[src/hw/rtl/lcgs_pkg.sv]
`default_nettype none

package lcgs_pkg;

   localparam int SPAN_BITS  = 12;
   localparam int FRAC_BITS  = 16;
   localparam int CHAN_BITS  = 8;
   localparam int ACC_BITS   = FRAC_BITS + 10;
   localparam int DIV_BITS   = FRAC_BITS + CHAN_BITS;
   localparam int CNT_BITS   = $clog2(DIV_BITS);
   localparam int NUM_LANES  = 3;
   localparam int COLOR_BITS = 32;
   localparam int PIXEL_BITS = NUM_LANES * CHAN_BITS;
   localparam int DELTA_BITS = 13;
   localparam int SPAN_MAX   = (1 << SPAN_BITS) - 1;

   typedef enum logic {
      MODE_LOAD = 1'b0,
      MODE_STEP = 1'b1
   } mode_type;

   typedef enum logic {
      ST_IDLE,
      ST_DIVIDE
   } state_type;

   typedef struct packed {
      logic load;
      logic step;
      logic div_shift;
      logic div_last;
   } lane_ctrl_type;

   typedef logic [NUM_LANES-1:0][CHAN_BITS-1:0] chan_vec_type;

   // absolute extent, clipped to the span range
   function automatic logic [SPAN_BITS-1:0] span_of(input logic signed [DELTA_BITS-1:0] d);
      logic [DELTA_BITS-1:0] mag;
      mag = unsigned'(d);
      if (d[DELTA_BITS-1]) begin
         mag = ~mag + 1'b1;
      end
      if (32'(mag) > SPAN_MAX) begin
         span_of = SPAN_BITS'(SPAN_MAX);
      end else begin
         span_of = SPAN_BITS'(mag);
      end
   endfunction

endpackage

`default_nettype wire

[src/hw/rtl/lcgs_if.sv]
`default_nettype none

interface lcgs_req_if;
   logic                                    valid;
   logic                                    ready;
   logic                                    mode;
   logic [lcgs_pkg::COLOR_BITS-1:0]         start_color;
   logic [lcgs_pkg::COLOR_BITS-1:0]         end_color;
   logic signed [lcgs_pkg::DELTA_BITS-1:0]  delta_x;
   logic signed [lcgs_pkg::DELTA_BITS-1:0]  delta_y;

   modport source (output valid, mode, start_color, end_color, delta_x, delta_y,
                   input ready);
   modport sink (input valid, mode, start_color, end_color, delta_x, delta_y,
                 output ready);
endinterface

interface lcgs_rsp_if;
   logic                            valid;
   logic                            ready;
   logic [lcgs_pkg::PIXEL_BITS-1:0] pixel_color;

   modport source (output valid, pixel_color, input ready);
   modport sink (input valid, pixel_color, output ready);
endinterface

`default_nettype wire

[src/hw/rtl/lcgs_lane.sv]
`default_nettype none

module lcgs_lane (
   input  wire logic                               clock,
   input  wire logic                               reset,
   input  wire lcgs_pkg::lane_ctrl_type            ctrl,
   input  wire logic [lcgs_pkg::CHAN_BITS-1:0]     start_chan,
   input  wire logic [lcgs_pkg::CHAN_BITS-1:0]     end_chan,
   input  wire logic [lcgs_pkg::SPAN_BITS-1:0]     span,
   output logic      [lcgs_pkg::CHAN_BITS-1:0]     chan_out
);

   localparam int AB = lcgs_pkg::ACC_BITS;
   localparam int FB = lcgs_pkg::FRAC_BITS;
   localparam int DB = lcgs_pkg::DIV_BITS;
   localparam int SB = lcgs_pkg::SPAN_BITS;
   localparam int CB = lcgs_pkg::CHAN_BITS;

   logic signed [AB-1:0] acc_ff, acc_in;
   logic signed [AB-1:0] inc_ff, inc_in;
   logic [DB-1:0]        quo_ff, quo_in;
   logic [SB-1:0]        rem_ff, rem_in;
   logic                 neg_ff, neg_in;

   logic [SB:0]          rem_shift;
   logic [SB:0]          rem_diff;
   logic                 fits;
   logic [DB-1:0]        quo_next;
   logic [AB-1:0]        inc_mag;
   logic [CB-1:0]        chan_mag;
   logic signed [AB:0]   sum_wide;
   logic signed [AB-1:0] acc_sat;
   logic [AB-1:0]        rounded;

   // restoring divide, one quotient bit per cycle
   always_comb begin
      rem_shift = {rem_ff, quo_ff[DB-1]};
      rem_diff  = rem_shift - {1'b0, span};
      fits      = rem_shift >= {1'b0, span};
      quo_next  = {quo_ff[DB-2:0], fits};
      inc_mag   = {{(AB-DB){1'b0}}, quo_next};
   end

   // saturating step add and round half up
   always_comb begin
      sum_wide = {acc_ff[AB-1], acc_ff} + {inc_ff[AB-1], inc_ff};
      if (sum_wide[AB] != sum_wide[AB-1]) begin
         acc_sat = sum_wide[AB] ? {1'b1, {(AB-1){1'b0}}} : {1'b0, {(AB-1){1'b1}}};
      end else begin
         acc_sat = sum_wide[AB-1:0];
      end
      rounded = unsigned'(acc_sat) + (AB'(1) << (FB - 1));
      if (acc_sat[AB-1]) begin
         chan_out = '0;
      end else if (|rounded[AB-1:FB+CB]) begin
         chan_out = '1;
      end else begin
         chan_out = rounded[FB+CB-1:FB];
      end
   end

   always_comb begin
      chan_mag = (end_chan < start_chan) ? (start_chan - end_chan) : (end_chan - start_chan);
      acc_in   = acc_ff;
      inc_in   = inc_ff;
      quo_in   = quo_ff;
      rem_in   = rem_ff;
      neg_in   = neg_ff;
      if (ctrl.load) begin
         acc_in = {{(AB-CB-FB){1'b0}}, start_chan, {FB{1'b0}}};
         quo_in = {chan_mag, {FB{1'b0}}};
         rem_in = '0;
         neg_in = end_chan < start_chan;
      end else if (ctrl.step) begin
         acc_in = acc_sat;
      end
      if (ctrl.div_shift) begin
         quo_in = quo_next;
         rem_in = fits ? rem_diff[SB-1:0] : rem_shift[SB-1:0];
      end
      if (ctrl.div_last) begin
         if (span == '0) begin
            inc_in = '0;
         end else if (neg_ff) begin
            inc_in = -signed'(inc_mag);
         end else begin
            inc_in = signed'(inc_mag);
         end
      end
   end

   always_ff @(posedge clock) begin
      if (reset) begin
         acc_ff <= '0;
         inc_ff <= '0;
      end else begin
         acc_ff <= acc_in;
         inc_ff <= inc_in;
      end
   end

   always_ff @(posedge clock) begin
      quo_ff <= quo_in;
      rem_ff <= rem_in;
      neg_ff <= neg_in;
   end

endmodule

`default_nettype wire

[src/hw/rtl/lcgs_merge.sv]
`default_nettype none

module lcgs_merge (
   input  wire logic                   clock,
   input  wire logic                   reset,
   input  wire logic                   capture,
   input  wire lcgs_pkg::chan_vec_type chans,
   output logic                        out_free,
   lcgs_rsp_if.source                  rsp_ch
);

   logic                            valid_ff, valid_in;
   logic [lcgs_pkg::PIXEL_BITS-1:0] color_ff, color_in;

   always_comb begin
      out_free = !valid_ff || rsp_ch.ready;
      valid_in = valid_ff;
      color_in = color_ff;
      if (capture) begin
         valid_in = 1'b1;
         // lane 0 is red, lane 2 is blue
         for (int l = 0; l < lcgs_pkg::NUM_LANES; l++) begin
            color_in[(lcgs_pkg::NUM_LANES-1-l)*lcgs_pkg::CHAN_BITS +: lcgs_pkg::CHAN_BITS] =
               chans[l];
         end
      end else if (rsp_ch.ready) begin
         valid_in = 1'b0;
      end
   end

   always_ff @(posedge clock) begin
      if (reset) begin
         valid_ff <= 1'b0;
      end else begin
         valid_ff <= valid_in;
      end
   end

   always_ff @(posedge clock) begin
      color_ff <= color_in;
   end

   assign rsp_ch.valid       = valid_ff;
   assign rsp_ch.pixel_color = color_ff;

endmodule

`default_nettype wire

[src/hw/rtl/line_color_gradient_stepper_core.sv]
`default_nettype none

// Color gradient stepper: a load beat (mode 0) latches the start color and
// works out per-channel increments of (end - start) / max(|dx|, |dy|) in signed
// Q9.16, using three channel lanes side by side, each with its own restoring
// divider that retires one quotient bit per cycle. A load therefore keeps
// req_ready low after it is accepted until all FRAC_BITS + 8 quotient bits
// are retired. A step beat (mode 1) has the lanes add their increments with
// saturation and round, and the 24-bit RGB result is registered and shown
// on rsp the next cycle. Steps stream at one per cycle as long as rsp_ready
// keeps the output register draining. Alpha is dropped.
module line_color_gradient_stepper_core (
   input  wire logic  clock,
   input  wire logic  reset,
   lcgs_req_if.sink   req_ch,
   lcgs_rsp_if.source rsp_ch
);

   localparam int CW = lcgs_pkg::CHAN_BITS;
   localparam int NL = lcgs_pkg::NUM_LANES;

   lcgs_pkg::state_type              state_ff, state_in;
   logic [lcgs_pkg::CNT_BITS-1:0]    cnt_ff, cnt_in;
   logic [lcgs_pkg::SPAN_BITS-1:0]   span_ff, span_in;
   lcgs_pkg::lane_ctrl_type          ctrl;
   lcgs_pkg::chan_vec_type           chans;
   logic                             accept;
   logic                             is_step;
   logic                             div_end;
   logic                             out_free;
   logic [lcgs_pkg::SPAN_BITS-1:0]   span_x;
   logic [lcgs_pkg::SPAN_BITS-1:0]   span_y;

   assign accept  = req_ch.valid && req_ch.ready;
   assign is_step = req_ch.mode == lcgs_pkg::MODE_STEP;
   assign div_end = cnt_ff == lcgs_pkg::CNT_BITS'(lcgs_pkg::DIV_BITS - 1);

   always_comb begin
      state_in = state_ff;
      unique case (state_ff)
         lcgs_pkg::ST_IDLE: begin
            if (accept && !is_step) begin
               state_in = lcgs_pkg::ST_DIVIDE;
            end
         end
         lcgs_pkg::ST_DIVIDE: begin
            if (div_end) begin
               state_in = lcgs_pkg::ST_IDLE;
            end
         end
         default: state_in = lcgs_pkg::ST_IDLE;
      endcase
   end

   always_comb begin
      req_ch.ready   = (state_ff == lcgs_pkg::ST_IDLE) && out_free;
      ctrl.load      = accept && !is_step;
      ctrl.step      = accept && is_step;
      ctrl.div_shift = state_ff == lcgs_pkg::ST_DIVIDE;
      ctrl.div_last  = (state_ff == lcgs_pkg::ST_DIVIDE) && div_end;
   end

   always_comb begin
      span_x  = lcgs_pkg::span_of(req_ch.delta_x);
      span_y  = lcgs_pkg::span_of(req_ch.delta_y);
      span_in = ctrl.load ? ((span_x > span_y) ? span_x : span_y) : span_ff;
      cnt_in  = (ctrl.div_shift && !div_end) ? cnt_ff + 1'b1 : '0;
   end

   always_ff @(posedge clock) begin
      if (reset) begin
         state_ff <= lcgs_pkg::ST_IDLE;
         cnt_ff   <= '0;
      end else begin
         state_ff <= state_in;
         cnt_ff   <= cnt_in;
      end
   end

   always_ff @(posedge clock) begin
      span_ff <= span_in;
   end

   for (genvar l = 0; l < NL; l++) begin : g_lane
      lcgs_lane u_lane (
         .clock      (clock),
         .reset      (reset),
         .ctrl       (ctrl),
         .start_chan (req_ch.start_color[(NL-1-l)*CW +: CW]),
         .end_chan   (req_ch.end_color[(NL-1-l)*CW +: CW]),
         .span       (span_ff),
         .chan_out   (chans[l])
      );
   end

   lcgs_merge u_merge (
      .clock    (clock),
      .reset    (reset),
      .capture  (ctrl.step),
      .chans    (chans),
      .out_free (out_free),
      .rsp_ch   (rsp_ch)
   );

endmodule

`default_nettype wire

[src/flat_wrapper.sv]
// flat-port wrapper written by rule: the top's interface ports become plain ports
module line_color_gradient_stepper_core_flat 
  (clock, reset, req_ch_valid, req_ch_mode, req_ch_start_color, req_ch_end_color, req_ch_delta_x, req_ch_delta_y, req_ch_ready, rsp_ch_valid, rsp_ch_pixel_color, rsp_ch_ready);
  lcgs_req_if req_ch_i ();
  lcgs_rsp_if rsp_ch_i ();
  input  wire logic clock;
  input  wire logic reset;
  input wire logic [$bits(req_ch_i.valid)-1:0] req_ch_valid;
  input wire logic [$bits(req_ch_i.mode)-1:0] req_ch_mode;
  input wire logic [$bits(req_ch_i.start_color)-1:0] req_ch_start_color;
  input wire logic [$bits(req_ch_i.end_color)-1:0] req_ch_end_color;
  input wire logic [$bits(req_ch_i.delta_x)-1:0] req_ch_delta_x;
  input wire logic [$bits(req_ch_i.delta_y)-1:0] req_ch_delta_y;
  output wire logic [$bits(req_ch_i.ready)-1:0] req_ch_ready;
  output wire logic [$bits(rsp_ch_i.valid)-1:0] rsp_ch_valid;
  output wire logic [$bits(rsp_ch_i.pixel_color)-1:0] rsp_ch_pixel_color;
  input wire logic [$bits(rsp_ch_i.ready)-1:0] rsp_ch_ready;
  assign req_ch_i.valid = req_ch_valid;
  assign req_ch_i.mode = req_ch_mode;
  assign req_ch_i.start_color = req_ch_start_color;
  assign req_ch_i.end_color = req_ch_end_color;
  assign req_ch_i.delta_x = req_ch_delta_x;
  assign req_ch_i.delta_y = req_ch_delta_y;
  assign req_ch_ready = req_ch_i.ready;
  assign rsp_ch_valid = rsp_ch_i.valid;
  assign rsp_ch_pixel_color = rsp_ch_i.pixel_color;
  assign rsp_ch_i.ready = rsp_ch_ready;
  line_color_gradient_stepper_core u_core (.clock(clock), .reset(reset), .req_ch(req_ch_i), .rsp_ch(rsp_ch_i));
endmodule
[config.mk]
export PLATFORM = sky130hd
export DESIGN_NAME = line_color_gradient_stepper_core_flat
export DESIGN_NICKNAME = d
export VERILOG_FILES = /design/src/hw/rtl/lcgs_pkg.sv /design/src/hw/rtl/lcgs_if.sv /design/src/hw/rtl/lcgs_lane.sv /design/src/hw/rtl/lcgs_merge.sv /design/src/hw/rtl/line_color_gradient_stepper_core.sv /design/src/flat_wrapper.sv
export SDC_FILE = /design/constraint.sdc
export NUM_CORES = 1
export LEC_CHECK = 0
export ABC_AREA = 0
export BUFFER_PORTS_ARGS = -buffer_cell sky130_fd_sc_hd__buf_2
export CORE_MARGIN = 2
export CORE_UTILIZATION = 40
export CTS_CLUSTER_SIZE = 16
export DETAILED_ROUTE_END_ITERATION = 10
export GPL_TIMING_DRIVEN = 0
export PLACE_DENSITY = 0.63
export SYNTH_ARGS = -nofsm -noshare
export SYNTH_HDL_FRONTEND = slang
export SYNTH_SLANG_ARGS = --single-unit
[constraint.sdc]
create_clock -name clock -period 14 [get_ports clock]
set_input_delay 1.4 -clock clock [delete_from_list [all_inputs] [get_ports clock]]
set_output_delay 1.4 -clock clock [all_outputs]
set_load 0.02 [all_outputs]
==> run summary <==
clock latency on the worst-skew pair - 0.56 ns
R2R setup slack - 7.67 ns
worst hold stages - 2
Crit. End Element - flop
P_leak - 10.7 nW
first-pass GRT wire length - 117000 um
CP max FO - 10
MaxCap Viol Count - 0
WHS Endpoint - u_core.g_lane[2].u_lane.acc_ff[25]$_SDFFE_PP0P_
synth unique cells - 82
antenna cell count - 0
largest family of logic cells by synthesized area - compound AO/OA/AOI/OAI gates
CTS Buffer Depth - 3
CTS Hold Buffers Added - 0
unrepaired setup endpoints after global routing - no
die height - 245 um
ys flop type - dfxtp_1
layout cells sized above 1 - 0.0890
clock sinks - 310
Max Slew Vio Count - 0
drt pass-1 iters - 6
Final GP Congestion - 0.944
cts repair resizes - 0
switch share - 0.319
clock slew at reported path FFs - 0.06 ns
via/cell ratio - 5.93
Die ar. - 60200 um^2
EDFF count, synth - 147
crit start category - flop
Seq pwr share - 0.407
Power, Total - 0.00267 W
Tot GR Track Use - 0.244
Compound-Gate Fraction of Synth Area - 0.238
starting DRC count in detailed routing - 2073
Worst VDD drop - 0.0000659 V
simple-gate portion of the synthesized area - 0.197
status - completed
combinational share of power - 0.235
most frequent cells in the layout - 254 x nor2_1, 232 x nand2_1, 209 x a21oi_1
Tightest Pin Transition - 1.26 ns
DRT Wirelength - 75100 um
Pint - 0.00182 W
P per Cell Area - 102 nW/um^2
period utilisation layout - 0.452
Starting Density - 0.405
Post CTS Setup Buffer Count - 0
number of global-route vias before repair - 20900
Mapped Nets - 3038
post-synthesis sequential area ratio - 0.330
yosys warns - 0
worst path cell trace - ha_1 > buf_2 > nand4_1 > o211ai_1 > o2111ai_1 > a211oi_1 > a41oi_1 > o21ai_0 > a21o_1 > a21o_1 > xor2_1 > ha_1 > inv_1 > nor3_1 > a21o_1 > clkbuf_1 > nor2_1 > inv_1 > ha_1 > nor2b_1 > a32oi_1 > o21ai_0 > o21ai_1 > a41oi_1
DRC viols - 0
Routed Antenna Nets - 0
Remaining Overflow, GRT - 0
wire per inst - 20.4 um
worst hold start - u_core.g_lane[2].u_lane.acc_ff[25]$_SDFFE_PP0P_
# rows - 88
Mean Syn Cell Area - 8.49 um^2
Final nets - 3186
largest net degree at the start of global routing - 34
P_sw - 0.000853 W
layout filler cell count - 5608
WP data required - 14.28 ns
adder-cell share of the synthesized area - 0.110
Worst path max stage delay - 0.45 ns
Slew headroom - 0.154
vias - 21900
CTS buffer count - 37
clock period minus worst slack - 6.33 ns
multiplexer area fraction after synthesis - 0.0173
Synth Cell Area - 23300 um^2
Syn-to-layout area delta - 12.0%
Hold Path Class - reg2reg
Mapped Cells - 2745
Setup Crit Path Kind - reg2reg
fraction of registers with async set/reset - 0
count of buffers from port buffering - 103
commonest non-fill, non-tap cell in the layout - nor2_1
slowest cell on the critical path - o21ai_1
final setup vio count - 0
Die X - 245 um
Fmax - 158 MHz
setup TNS - 0 ns
root buffer cell - clkbuf_16
Crit path arrival time - 6.61 ns
Worst Reg-to-Reg Cells - 24
CTS tree - done
final hold violation count - 0
CTS H-tree lvls - 2
DP HPWL - 57800 um
Worst Clk Skew - 0.0120 ns
Seq cells post-synth - 310
Placeable Area - 57600 um^2
antenna violations before repair - 0
R2R Path Start - u_core.g_lane[2].u_lane.inc_ff[5]$_SDFFE_PP0P_
reg-to-reg endpoint - u_core.u_merge.rsp_ch.pixel_color[7]$_SDFFCE_PP0P_
Clk pwr share - 0.359
xor/xnor cell area share of the yosys netlist - 0.0586
I/O pins - 121
layer usage:
layer / share of wire / track usage / up-vias / wire [um]
met1: 0.45 / 0.329 / 10500 / 33500
met2: 0.45 / 0.403 / 814 / 34100
met3: 0.065 / 0.0290 / 153 / 4910
met4: 0.034 / 0.0868 / 0 / 2580
met5: 0 / 0 / - / 0
li1: - / - / 10400 / -
power by group through the flow:
stage                     logic [W]  clock network [W]  registers (W)
after floorplan            0.000425                  0        0.00110
after global placement     0.000593                  0        0.00112
after detailed placement   0.000615                  0        0.00110
after CTS                  0.000621           0.000972        0.00108
after global routing       0.000693            0.00101        0.00109
final                      0.000627           0.000958        0.00109
registers in the layout, indices dropped and copies added (netlist names):
register / cells
u_core.g_lane.u_lane.inc_ff: 78
u_core.cnt_ff: 5
u_core.state_ff: 1
u_core.span_ff: 12
u_core.u_merge.rsp_ch.pixel_color: 24
u_core.g_lane.u_lane.acc_ff: 78
u_core.u_merge.rsp_ch.valid: 1
u_core.g_lane.u_lane.rem_ff: 36
u_core.g_lane.u_lane.neg_ff: 3
u_core.g_lane.u_lane.quo_ff: 72
cell usage after synthesis, drive strengths merged, types with 9 or more instances:
cell type	count	share of area
a21oi	209	0.045
o41ai	10	0.0041
o21ai	154	0.033
nor2b	42	0.011
buf	15	0.0027
o21bai	10	0.0032
o21a	21	0.0068
a2111o	17	0.0082
mux2i	19	0.0082
o211ai	31	0.010
dfxtp	163	0.14
and3	16	0.0043
xnor2	89	0.033
o221a	28	0.014
a22oi	42	0.014
a32oi	30	0.011
mux2	19	0.0092
clkbuf	119	0.019
nand3	87	0.019
ha	186	0.10
a211oi	34	0.012
nand2b	37	0.0099
fa	12	0.010
nor4	11	0.0030
inv	162	0.026
nand3b	10	0.0032
a221oi	10	0.0038
a21o	42	0.014
o2111ai	19	0.0071
a31oi	29	0.0078
xor2	67	0.025
a21boi	15	0.0048
nor2	255	0.041
nand2	232	0.037
nor3	41	0.0090
a2111oi	9	0.0034
or2	15	0.0040
or3	35	0.011
or4	16	0.0055
a211o	10	0.0038
o31ai	26	0.0090
and2	67	0.018
nand4	50	0.013
edfxtp	147	0.19
worst max-delay path by stage:
stage / from / end / cells after the start
2_1_floorplan: rsp_ch_ready / u_core.g_lane[0].u_lane.quo_ff[0]$_SDFFCE_PN0P_ / 5
3_3_place_gp: rsp_ch_ready / u_core.g_lane[0].u_lane.quo_ff[17]$_DFFE_PP_ / 6
3_5_place_dp: u_core.g_lane[2].u_lane.inc_ff[5]$_SDFFE_PP0P_ / u_core.u_merge.rsp_ch.pixel_color[7]$_SDFFCE_PP0P_ / 24
4_1_cts: u_core.g_lane[2].u_lane.inc_ff[5]$_SDFFE_PP0P_ / u_core.u_merge.rsp_ch.pixel_color[7]$_SDFFCE_PP0P_ / 24
5_1_grt: u_core.g_lane[2].u_lane.acc_ff[12]$_SDFFE_PP0P_ / u_core.u_merge.rsp_ch.pixel_color[7]$_SDFFCE_PP0P_ / 23
6_report: u_core.g_lane[2].u_lane.inc_ff[5]$_SDFFE_PP0P_ / u_core.u_merge.rsp_ch.pixel_color[7]$_SDFFCE_PP0P_ / 24
final cells by class:
cell class / count / area (um^2) / share of cell area
multi-input cells: 2136 / 14500 / 0.556
flip-flops and latches: 310 / 7680 / 0.294
plain buffers: 134 / 513 / 0.0197
repair buffers: 109 / 633 / 0.0243
well taps: 765 / 957 / 0.0367
clock buffers: 51 / 1040 / 0.0399
clock inverters: 17 / 135 / 0.00518
inverters: 165 / 619 / 0.0237
through the flow:
stage / hold WS, ns / instance area, um^2 / setup WS, ns / util / instances
floorplan: 0.418 / 23300 / 3.55 / - / 2745
global placement: 0.429 / 24800 / -0.411 / 0.430 / 3613
detailed placement: 0.454 / 24900 / 7.70 / 0.432 / 3619
CTS: 0.462 / 26100 / 7.66 / 0.453 / 3687
global route: 0.476 / 26100 / 7.16 / 0.453 / 3687
finish: 0.462 / 26100 / 7.67 / 0.453 / 3687
critical path, delay by kind of cell, from the launching register on:
family	cells	cell delay, ns
AOI/OAI and AO/OA	12	3.24
adders and majority gates	3	0.85
and+or+nand+nor	4	0.67
DFF	1	0.34
xor gates and xnor gates	1	0.20
buffers and inverters	4	0.76
cell families (layout without fill, tap and decap cells):
kind of cell,Yosys count,count (layout)
and+or+nand+nor,935,935
AOI/OAI and AO/OA,809,809
DFF,310,310
buffers and inverters,299,476
adders and majority gates,198,198
xor gates and xnor gates,156,156
muxes,38,38
Note: power is estimated with default switching activity, not from simulation.
